## src/rtl/lbp_pkg.sv

```systemverilog
// ---------------------------------------------------------------------------
// lbp_pkg: shared types and constants for the LRU block pool
// Sizes, operation and status codes, sequencer states.
// ---------------------------------------------------------------------------
`default_nettype none
package lbp_pkg;
   localparam int POOL_SIZE  = 64;
   localparam int FRAME_BITS = 16;
   localparam int SLOT_W     = $clog2(POOL_SIZE);
   localparam int LINK_W     = SLOT_W + 1;
   localparam int CNT_W      = 7;
   localparam logic [CNT_W-1:0] CACHE_LIMIT_RESET = 7'd12;
   localparam logic [LINK_W-1:0] NUL = LINK_W'(POOL_SIZE);

   localparam logic [2:0] OP_GET   = 3'd0;
   localparam logic [2:0] OP_FIRST = 3'd1;
   localparam logic [2:0] OP_NEXT  = 3'd2;
   localparam logic [2:0] OP_DEL   = 3'd3;
   localparam logic [2:0] OP_FREE  = 3'd4;

   localparam logic [2:0] ST_OK    = 3'd0;
   localparam logic [2:0] ST_EXH   = 3'd1;
   localparam logic [2:0] ST_EMPTY = 3'd2;
   localparam logic [2:0] ST_SAME  = 3'd3;
   localparam logic [2:0] ST_LONE  = 3'd4;

   // memory word: prev, next, stamp
   localparam int WORD_W = 2*LINK_W + FRAME_BITS;

   typedef enum logic [4:0] {
      S_IDLE, S_CLR, S_DISP,
      S_G_SCAN, S_G_TAIL, S_G_TAILRD, S_G_UNL,
      S_M_RDB, S_M_RDA, S_M_DEC, S_M_FIXP, S_M_FIXN, S_M_FIXH, S_M_WRB,
      S_N_FIXANX,
      S_F_RD, S_F_CHK, S_F_END,
      S_DONE
   } state_type;
endpackage
`default_nettype wire

```

## src/rtl/lbp_ram.sv

```systemverilog
// ---------------------------------------------------------------------------
// lbp_ram: generic single-port RAM
// One address per cycle: write on we, read always; registered read data.
// ---------------------------------------------------------------------------
`default_nettype none
module lbp_ram #(
   parameter int WIDTH = 8,
   parameter int DEPTH = 64
) (
   input  wire logic                     clock,
   input  wire logic                     we,
   input  wire logic [$clog2(DEPTH)-1:0] addr,
   input  wire logic [WIDTH-1:0]         wdata,
   output logic      [WIDTH-1:0]         rdata
);
   logic [WIDTH-1:0] mem_ff [DEPTH];
   always_ff @(posedge clock) begin
      if (we) mem_ff[addr] <= wdata;
      rdata <= mem_ff[addr];
   end
endmodule
`default_nettype wire

```

## src/rtl/lru_block_pool_with_frame_stamps_unit.sv

```systemverilog
// ---------------------------------------------------------------------------
// lru_block_pool_with_frame_stamps_unit: LRU recency list of block slots
// Slot pool with doubly linked recency list and per-slot frame stamps.
// ---------------------------------------------------------------------------
//   channel | ports                     | transfer
//   request | req_* fields, start       | start high while busy low
//   result  | rsp_* fields, rsp_valid   | one cycle strobe, no stall
//   config  | csr_we, csr_cache_limit   | any edge with csr_we high, reset low
// Get scans one slot per cycle for the lowest free slot while under the limit;
// at the limit or on a miss it recycles the tail if its stamp is zero or not
// the request frame, else scans once more. Delete tail / free unused free one
// tail slot per S_F_RD/S_F_CHK pass. All bound by the single-port
// link/stamp RAM. Reset: a clearing pass writes null links and stamp 0 to
// every slot; busy stays high meanwhile. The result side cannot stall.
`default_nettype none
module lru_block_pool_with_frame_stamps_unit (
   input  wire logic                            clock,
   input  wire logic                            reset,
   input  wire logic                            start,
   output logic                                 busy,
   input  wire logic [2:0]                      req_operation,
   input  wire logic [lbp_pkg::SLOT_W-1:0]      req_block_index,
   input  wire logic [lbp_pkg::SLOT_W-1:0]      req_after_index,
   input  wire logic [lbp_pkg::CNT_W-1:0]       req_delete_count,
   input  wire logic [lbp_pkg::FRAME_BITS-1:0]  req_frame_id,
   input  wire logic                            csr_we,
   input  wire logic [lbp_pkg::CNT_W-1:0]       csr_cache_limit,
   output logic                                 rsp_valid,
   output logic [2:0]                           rsp_status,
   output logic [lbp_pkg::SLOT_W-1:0]           rsp_result_block,
   output logic [lbp_pkg::CNT_W-1:0]            rsp_freed_count,
   output logic [lbp_pkg::CNT_W-1:0]            rsp_allocated_count
);
   import lbp_pkg::*;

   // memory word unpacking
   logic                 we;
   logic [SLOT_W-1:0]    addr;
   logic [WORD_W-1:0]    wdata, rdata;
   logic [LINK_W-1:0]    rd_prev, rd_next;
   logic [FRAME_BITS-1:0] rd_stamp;
   assign rd_prev  = rdata[WORD_W-1 -: LINK_W];
   assign rd_next  = rdata[FRAME_BITS +: LINK_W];
   assign rd_stamp = rdata[FRAME_BITS-1:0];

   lbp_ram #(.WIDTH(WORD_W), .DEPTH(POOL_SIZE)) u_ram (
      .clock(clock), .we(we), .addr(addr), .wdata(wdata), .rdata(rdata)
   );

   state_type state_ff, state_in;
   logic [POOL_SIZE-1:0] use_ff, use_in;
   logic [LINK_W-1:0] head_ff, head_in, tail_ff, tail_in;
   logic [CNT_W-1:0]  used_ff, used_in, limit_ff;
   logic [SLOT_W-1:0] ptr_ff, ptr_in;
   logic [2:0] op_ff, op_in;
   logic [SLOT_W-1:0] blk_ff, blk_in, aft_ff, aft_in;
   logic [CNT_W-1:0]  cnt_ff, cnt_in, frd_ff, frd_in;
   logic [FRAME_BITS-1:0] frm_ff, frm_in;
   // saved reads of block and after
   logic [LINK_W-1:0] bp_ff, bp_in, bn_ff, bn_in, an_ff, an_in, ap_ff, ap_in;
   logic [LINK_W-1:0] t_ff, t_in;
   logic [2:0] st_ff, st_in;
   logic [SLOT_W-1:0] res_ff, res_in;
   logic v_ff, v_in;

   function automatic logic [WORD_W-1:0] pack(logic [LINK_W-1:0] p, logic [LINK_W-1:0] n,
                                             logic [FRAME_BITS-1:0] f);
      return {p, n, f};
   endfunction

   always_ff @(posedge clock) begin
      if (reset) begin
         state_ff <= S_CLR; use_ff <= '0; head_ff <= NUL; tail_ff <= NUL;
         used_ff <= '0; ptr_ff <= '0; v_ff <= 1'b0; limit_ff <= CACHE_LIMIT_RESET;
      end else begin
         state_ff <= state_in; use_ff <= use_in; head_ff <= head_in;
         tail_ff <= tail_in; used_ff <= used_in; ptr_ff <= ptr_in; v_ff <= v_in;
         if (csr_we) limit_ff <= csr_cache_limit;
      end
      op_ff <= op_in; blk_ff <= blk_in; aft_ff <= aft_in; cnt_ff <= cnt_in;
      frd_ff <= frd_in; frm_ff <= frm_in; bp_ff <= bp_in; bn_ff <= bn_in;
      an_ff <= an_in; ap_ff <= ap_in; t_ff <= t_in; st_ff <= st_in; res_ff <= res_in;
   end

   logic [LINK_W-1:0] blk_l, aft_l;
   assign blk_l = {1'b0, blk_ff};
   assign aft_l = {1'b0, aft_ff};

   always_comb begin
      state_in = state_ff; use_in = use_ff; head_in = head_ff; tail_in = tail_ff;
      used_in = used_ff; ptr_in = ptr_ff; v_in = 1'b0;
      op_in = op_ff; blk_in = blk_ff; aft_in = aft_ff; cnt_in = cnt_ff;
      frd_in = frd_ff; frm_in = frm_ff; bp_in = bp_ff; bn_in = bn_ff;
      an_in = an_ff; ap_in = ap_ff; t_in = t_ff; st_in = st_ff; res_in = res_ff;
      we = 1'b0; addr = '0; wdata = pack(NUL, NUL, '0);
      busy = (state_ff != S_IDLE);
      unique case (state_ff)
         S_CLR: begin
            we = 1'b1; addr = ptr_ff;
            ptr_in = ptr_ff + 1'b1;
            if (ptr_ff == SLOT_W'(POOL_SIZE-1)) state_in = S_IDLE;
         end
         S_IDLE: begin
            if (start) begin
               op_in = req_operation; blk_in = req_block_index;
               aft_in = req_after_index; cnt_in = req_delete_count;
               frm_in = req_frame_id; st_in = ST_OK; res_in = '0; frd_in = '0;
               ptr_in = '0;
               state_in = S_DISP;
            end
         end
         S_DISP: begin
            unique case (op_ff)
               OP_GET: state_in = (used_ff < limit_ff) ? S_G_SCAN : S_G_TAIL;
               OP_FIRST: begin
                  if (!use_ff[blk_ff]) begin
                     st_in = ST_EMPTY; state_in = S_DONE;
                  end else begin
                     addr = blk_ff; state_in = S_M_RDB;
                  end
               end
               OP_NEXT: begin
                  if (!use_ff[blk_ff] || !use_ff[aft_ff] || head_ff == NUL) begin
                     st_in = ST_EMPTY; state_in = S_DONE;
                  end else if (blk_ff == aft_ff) begin
                     st_in = ST_SAME; state_in = S_DONE;
                  end else begin
                     addr = blk_ff; state_in = S_M_RDB;
                  end
               end
               OP_DEL, OP_FREE: begin
                  if (op_ff == OP_FREE) cnt_in = used_ff;
                  state_in = S_F_RD;
               end
               default: state_in = S_DONE;
            endcase
         end
         // lowest free slot, one per cycle
         S_G_SCAN: begin
            if (!use_ff[ptr_ff]) begin
               we = 1'b1; addr = ptr_ff;
               use_in[ptr_ff] = 1'b1; used_in = used_ff + 1'b1;
               res_in = ptr_ff; state_in = S_DONE;
            end else if (ptr_ff == SLOT_W'(POOL_SIZE-1)) begin
               if (op_ff == OP_GET && used_ff < limit_ff && st_ff == ST_OK) begin
                  ptr_in = '0; state_in = S_G_TAIL;
               end else begin
                  st_in = ST_EXH; state_in = S_DONE;
               end
            end else ptr_in = ptr_ff + 1'b1;
         end
         S_G_TAIL: begin
            if (tail_ff == NUL) begin
               st_in = ST_LONE; ptr_in = '0; state_in = S_G_SCAN; // marks second try
            end else begin
               addr = tail_ff[SLOT_W-1:0]; state_in = S_G_TAILRD;
            end
         end
         S_G_TAILRD: begin
            if (rd_stamp != frm_ff || rd_stamp == '0) begin
               t_in = rd_prev;
               we = 1'b1; addr = tail_ff[SLOT_W-1:0];
               res_in = tail_ff[SLOT_W-1:0];
               if (head_ff == tail_ff) head_in = NUL;
               tail_in = rd_prev;
               state_in = (rd_prev != NUL) ? S_G_UNL : S_DONE;
            end else begin
               st_in = ST_LONE; ptr_in = '0; state_in = S_G_SCAN;
            end
         end
         S_G_UNL: begin
            // new tail's next becomes null; read-modify done with saved prev
            addr = t_ff[SLOT_W-1:0]; state_in = S_M_FIXN; bp_in = NUL; an_in = NUL;
            ap_in = t_ff; // reuse: write next of ap to an
            op_in = OP_GET;
         end
         S_M_RDB: begin
            // block entry is on the read port now
            bp_in = rd_prev; bn_in = rd_next;
            addr = aft_ff;   // read after entry (harmless for mark first)
            state_in = S_M_RDA;
         end
         S_M_RDA: begin
            addr = aft_ff;   // keep after entry on the read port for decode
            state_in = S_M_DEC;
         end
         S_M_DEC: begin
            an_in = rd_next; ap_in = rd_prev;
            if (op_ff == OP_FIRST) begin
               if (head_ff == NUL) begin
                  head_in = blk_l; tail_in = blk_l;
                  we = 1'b1; addr = blk_ff; wdata = pack(NUL, NUL, frm_ff);
                  state_in = S_DONE;
               end else if (blk_l == head_ff) begin
                  we = 1'b1; addr = blk_ff; wdata = pack(bp_ff, bn_ff, frm_ff);
                  state_in = S_DONE;
               end else begin
                  if (blk_l == tail_ff) tail_in = bp_ff;
                  t_in = head_ff;
                  state_in = S_M_FIXP;
               end
            end else begin
               if (!(aft_l == head_ff || rd_prev != NUL)) begin
                  st_in = ST_EMPTY; state_in = S_DONE;
               end else if (bp_ff == aft_l) begin
                  we = 1'b1; addr = blk_ff; wdata = pack(bp_ff, bn_ff, frm_ff);
                  state_in = S_DONE;
               end else if (blk_l == head_ff && bn_ff == NUL) begin
                  st_in = ST_LONE; state_in = S_DONE;
               end else begin
                  if (blk_l == head_ff) head_in = bn_ff;
                  if (blk_l == tail_ff) tail_in = bp_ff;
                  // if after's next is blk, detach makes it blk's next
                  if (rd_next == blk_l) an_in = bn_ff;
                  state_in = S_M_FIXP;
               end
            end
         end
         // detach: next[p] = n
         S_M_FIXP: begin
            if (bp_ff != NUL) begin
               addr = bp_ff[SLOT_W-1:0]; state_in = S_M_FIXN;
            end else state_in = S_M_FIXN;
         end
         S_M_FIXN: begin
            if (op_ff == OP_GET) begin
               we = 1'b1; addr = ap_ff[SLOT_W-1:0];
               wdata = pack(rd_prev, NUL, rd_stamp); state_in = S_DONE;
            end else begin
               if (bp_ff != NUL) begin
                  we = 1'b1; addr = bp_ff[SLOT_W-1:0];
                  wdata = pack(rd_prev, bn_ff, rd_stamp);
                  if (op_ff == OP_NEXT && bp_ff == aft_l) ap_in = rd_prev;
               end
               state_in = S_M_FIXH;
               ptr_in = '0;
            end
         end
         // prev[n] = p, then splice
         S_M_FIXH: begin
            if (ptr_ff == '0) begin
               if (bn_ff != NUL) addr = bn_ff[SLOT_W-1:0];
               ptr_in = SLOT_W'(1);
            end else if (ptr_ff == SLOT_W'(1)) begin
               if (bn_ff != NUL) begin
                  we = 1'b1; addr = bn_ff[SLOT_W-1:0];
                  wdata = pack(bp_ff, rd_next, rd_stamp);
               end
               ptr_in = SLOT_W'(2);
            end else if (ptr_ff == SLOT_W'(2)) begin
               // read the neighbor that gets blk as prev
               if (op_ff == OP_FIRST) addr = t_ff[SLOT_W-1:0];
               else addr = aft_ff;
               ptr_in = SLOT_W'(3);
            end else begin
               we = 1'b1;
               if (op_ff == OP_FIRST) begin
                  addr = t_ff[SLOT_W-1:0];
                  wdata = pack(blk_l, rd_next, rd_stamp);
                  head_in = blk_l;
                  state_in = S_M_WRB;
               end else begin
                  addr = aft_ff; an_in = rd_next;
                  wdata = pack(rd_prev, blk_l, rd_stamp);
                  if (aft_l == tail_in) tail_in = blk_l;
                  state_in = S_N_FIXANX;
                  ptr_in = '0;
               end
            end
         end
         S_N_FIXANX: begin
            if (ptr_ff == '0) begin
               if (an_ff != NUL) addr = an_ff[SLOT_W-1:0];
               ptr_in = SLOT_W'(1);
            end else begin
               if (an_ff != NUL) begin
                  we = 1'b1; addr = an_ff[SLOT_W-1:0];
                  wdata = pack(blk_l, rd_next, rd_stamp);
               end
               state_in = S_M_WRB;
            end
         end
         S_M_WRB: begin
            we = 1'b1; addr = blk_ff;
            if (op_ff == OP_FIRST) wdata = pack(NUL, t_ff, frm_ff);
            else wdata = pack(aft_l, an_ff, frm_ff);
            state_in = S_DONE;
         end
         // tail freeing
         S_F_RD: begin
            if (tail_ff == NUL || frd_ff == cnt_ff) state_in = S_F_END;
            else begin
               addr = tail_ff[SLOT_W-1:0]; state_in = S_F_CHK;
            end
         end
         S_F_CHK: begin
            if (op_ff == OP_FREE && !(rd_stamp < frm_ff)) state_in = S_F_END;
            else begin
               we = 1'b1; addr = tail_ff[SLOT_W-1:0];
               use_in[tail_ff[SLOT_W-1:0]] = 1'b0;
               tail_in = rd_prev; frd_in = frd_ff + 1'b1;
               state_in = S_F_RD;
            end
         end
         S_F_END: begin
            if (ptr_ff == '0) begin
               if (tail_ff != NUL) begin
                  addr = tail_ff[SLOT_W-1:0]; ptr_in = SLOT_W'(1);
               end else begin
                  head_in = NUL; ptr_in = SLOT_W'(2);
               end
            end else begin
               if (ptr_ff == SLOT_W'(1)) begin
                  we = 1'b1; addr = tail_ff[SLOT_W-1:0];
                  wdata = pack(rd_prev, NUL, rd_stamp);
               end
               used_in = (frd_ff <= used_ff) ? used_ff - frd_ff : '0;
               state_in = S_DONE;
            end
         end
         S_DONE: begin
            if (st_ff == ST_LONE && op_ff == OP_GET) st_in = ST_OK;
            v_in = 1'b1; state_in = S_IDLE;
         end
         default: state_in = S_IDLE;
      endcase
   end

   // result registers: status fix for get's internal retry marker
   assign rsp_valid           = v_ff;
   assign rsp_status          = st_ff;
   assign rsp_result_block    = (st_ff == ST_OK) ? res_ff : '0;
   assign rsp_freed_count     = frd_ff;
   assign rsp_allocated_count = used_ff;
endmodule
`default_nettype wire

```

## config.mk

```make
export PLATFORM = sky130hd
export DESIGN_NAME = lru_block_pool_with_frame_stamps_unit
export DESIGN_NICKNAME = d
export VERILOG_FILES = /design/src/rtl/lbp_pkg.sv /design/src/rtl/lbp_ram.sv /design/src/rtl/lru_block_pool_with_frame_stamps_unit.sv
export SDC_FILE = /design/constraint.sdc
export NUM_CORES = 2
export LEC_CHECK = 0
export ABC_AREA = 1
export BUFFER_PORTS_ARGS = -buffer_cell sky130_fd_sc_hd__clkbuf_2
export CORE_MARGIN = 2
export CORE_UTILIZATION = 52
export DETAILED_ROUTE_END_ITERATION = 7
export PLACE_DENSITY = 0.67
export REMOVE_ABC_BUFFERS = 1
export SYNTH_ARGS = -nofsm -noshare
export SYNTH_HDL_FRONTEND = slang
export SYNTH_SLANG_ARGS = --single-unit
```

## constraint.sdc

```tcl
create_clock -name clock -period 6.5 [get_ports clock]
set_clock_uncertainty 0.15 [all_clocks]
set_input_delay 1.625 -clock clock [delete_from_list [all_inputs] [get_ports clock]]
set_output_delay 1.625 -clock clock [all_outputs]
set_load 0.005 [all_outputs]
```

==> qor.txt <==
========================================================================================
Cell chosen for the clock root                                                 clkbuf_16
Overall global routing resource usage                                             34.17%
Final-report hold violation count                                                      0
Routed via count divided by cell count                                             5.823
Top area cells in the synthesized netlist                                   edfxtp_1, nand2_1, dfxtp_1, nor2_1, buf_2
Min-delay worst type                                                        flip-flop to flip-flop
# setup viols final                                                                    0
Critical Path Start                                                            blk_ff[0]
Result of the run                                                           finished with violations
Worst-margin pin slew                                                           1.347 ns
Minimum period implied by the final worst setup slack                           5.959 ns
Fmax                                                                           167.8 MHz
Failing checks                                                              design-rule violations
Die outline width                                                               426.5 um
Number of max-slew violations in the final report                                      0
First-pass GRT wire length                                                      449.4 mm
Antenna-violating nets left                                                            0
Total die area                                                                181900 um2
Path type of the worst setup path                                           flip-flop to flip-flop
Total via count in the routed design                                               69239
Number of cells upsized or downsized after cts                                         0
Number of clock sinks                                                               2142
Drt drc                                                                                1
Die H                                                                           426.5 um
Layout fillers                                                                     14395
Max incr delay on CP                                                             1.02 ns
Maximum number of pins on one net before global-route repair                          89
Top cell types by occurrence after synthesis                                nand2_1, edfxtp_1, nor2_1
Post-CTS setup buffers                                                                 0
Wire per inst                                                                   26.31 um
Clock latency on the worst-skew pair                                             0.89 ns
Port Buffer Count                                                                     73
Ratio of cells with drive above 1 in the final layout                             9.630%
Distinct cell type count after synthesis                                              59
Unrepaired setup endpoints after global routing                                    false
Site row count                                                                       155
CP max stage cell                                                                o21ai_1
Final estimated routing congestion in global placement                             1.020
Sequential cell area fraction in the yosys report                                 67.86%
Total half-perimeter wirelength after legalization and detailed placement       197.8 mm
Largest fanout on the critical path                                                   43
Hold Crit Start                                                              limit_ff[6]
Crit path launch type                                                          flip-flop
Share of the clock period used by the worst path after layout                     91.68%
CP Data Arrival Time                                                             6.54 ns
Most frequently used flop master after synthesis                                edfxtp_1
Setup crit end kind                                                            flip-flop
Core outline area                                                             177800 um2
Cell taking the most area after synthesis                                       edfxtp_1
Yosys warns                                                                            0
Average instance area after synthesis                                          10.16 um2
Final Routed Wirelength                                                         312.8 mm
P per Cell Area                                                             382.0 nW/um2
Area of combinational cells with multiple inputs                               27260 um2
Netlist area before placement                                                  92810 um2
H-Tree Level Count                                                                     4
Drt first pass iters                                                                   8
Library cell with the highest instance count after synthesis                     nand2_1
Leakage power                                                                   39.69 nW
Number of antenna violations at the first check in global routing                     11
Register Area                                                                  62980 um2
CTS tree                                                                            done
Number of hold-repair buffers added at the cts stage                                   0
Worst path required time                                                         7.08 ns
Starting DRT DRC Count                                                              9584
Number of global-route vias before repair                                          65295
Post-synth EDFFs                                                                    2008
Library cell appearing most often on the critical path                           nand2_1
Layout overhead on the synthesized area                                           14.54%
Final #Nets                                                                         9436
Max Buffers Root-to-Sink                                                               3
# IOs                                                                                 74
Post-Syn Instances                                                                  9133
Headroom to the max-slew limit                                                    9.583%
Remaining Overflow, GRT                                                                0
Share of the synthesized area in the top cell type                                64.97%
TNS Setup                                                                           0 ns
Reg-to-reg startpoint                                                          blk_ff[0]
Post-synthesis async set-or-reset flop share                                          0%
R2R cell count                                                                        24
Maximum Capacitance Violations                                                         0
Number of buffers inserted during clock tree synthesis                               216
Initial core utilization                                                          52.19%
FF+latch count, synth                                                               2142
Worst IR Drop VDD                                                              0.3059 mV
Number of cells on the worst hold path                                                 2
Clock slew at the register clock pins of the worst setup and hold paths          0.07 ns
Crit-path cells                                                             inv_2 > nand2_1 > nand3_1 > nand3_1 > nand2_1 > nand2_1 > nand3_1 > nand3_1 > nand2_1 > nand4_2 > nand2_4 > nand2_2 > nand2_8 > inv_8 > buf_12 > buf_12 > nand2_1 > nand2_1 > nand2_1 > nand2_1 > o21ai_1 > nand2_1 > nor2_1 > nand2_1
Total power                                                                    0.04061 W
========================================================================================
## report_power, final
group	internal, W	total, W	switching (W)
Sequential	0.0154	0.0157	0.000260
Clock	0.00701	0.0124	0.00537
Combinational	0.00351	0.0126	0.00907
## layout by cell type (no fill, tap or decap), drive strengths merged, types with 94 or more instances in the layout
cell type	Yosys	final
nand2	4405	4405
nand3	267	267
nor2	469	469
inv	346	351
buf	333	376
nand4	118	118
clkbuf	116	358
edfxtp	2008	2008
dfxtp	134	134
o21ai	460	460
a21oi	113	113
clkinv	8	94
## sequential cells by signal, summed over array words and instances (netlist names)
name                 count
u_ram.rdata             30
use_ff                  64
t_ff                     7
frm_ff                  16
ptr_ff                   6
state_ff                 5
ap_ff                    6
head_ff                  7
limit_ff                 7
u_ram.mem_ff          1920
bn_ff                    7
rsp_valid                1
aft_ff                   6
cnt_ff                   7
op_ff                    3
rsp_status               3
rsp_freed_count          7
tail_ff                  7
an_ff                    7
res_ff                   6
blk_ff                   6
rsp_allocated_count      7
bp_ff                    7
## critical path, delay by kind of cell, from the launching register on
| kind | cells | cell delay [ns] |
|---|---|---|
| AND/OR/NAND/NOR | 19 | 2.68 |
| buffers and inverters | 4 | 1.48 |
| AO/OA/AOI/OAI | 1 | 1.02 |
| flip-flops | 1 | 0.40 |
## worst paths after layout
check / endpoint / slack [ns]
worst max register to register: u_ram.rdata[6] / 0.54
worst min-delay path: limit_ff[6] / 0.32
worst max-delay path: u_ram.rdata[6] / 0.54
worst min register to register: limit_ff[6] / 0.32
## cell families after synthesis
group,count (synthesis),share of synthesized area (%)
adders and majority gates,36,0.4934
DFF,2142,67.86
and+or+nand+nor,5328,22.54
buffers and inverters,803,3.838
xor gates and xnor gates,31,0.2925
AOI/OAI and AO/OA,793,4.979
## final cells by class
class,instances,area share [%]
Clock inverter,115,1.115
Tap cell,2355,2.772
Timing Repair Buffer,449,4.493
Clock buffer,285,5.464
Sequential cell,2142,59.24
Multi-Input combinational cell,6188,25.65
Antenna cell,2,0.004708
Inverter,354,1.264
## metal layers
metal | track usage (%) | wire length (um) | up-vias
met5 | 0 | 23 | -
met2 | 53.63 | 143700 | 4007
met1 | 44.94 | 118800 | 33289
met3 | 6.382 | 30670 | 770
met4 | 19.22 | 19690 | 4
li1 | - | - | 31169
## metrics by stage
step                hold slack (ns)  setup WS [ns]  util [%]  instances  instance area, um2
floorplan                    0.2843         -28.76         -       8684               90580
global placement             0.3138         0.6489     55.84      11488               99310
detailed placement           0.3122         0.6928     55.84      11488               99310
CTS                          0.3226         0.6391     59.78      11888              106300
global route                 0.3363         0.3248     59.78      11888              106300
finish                       0.3214         0.5410     59.78      11890              106300
(Power assumes the default switching activity.)
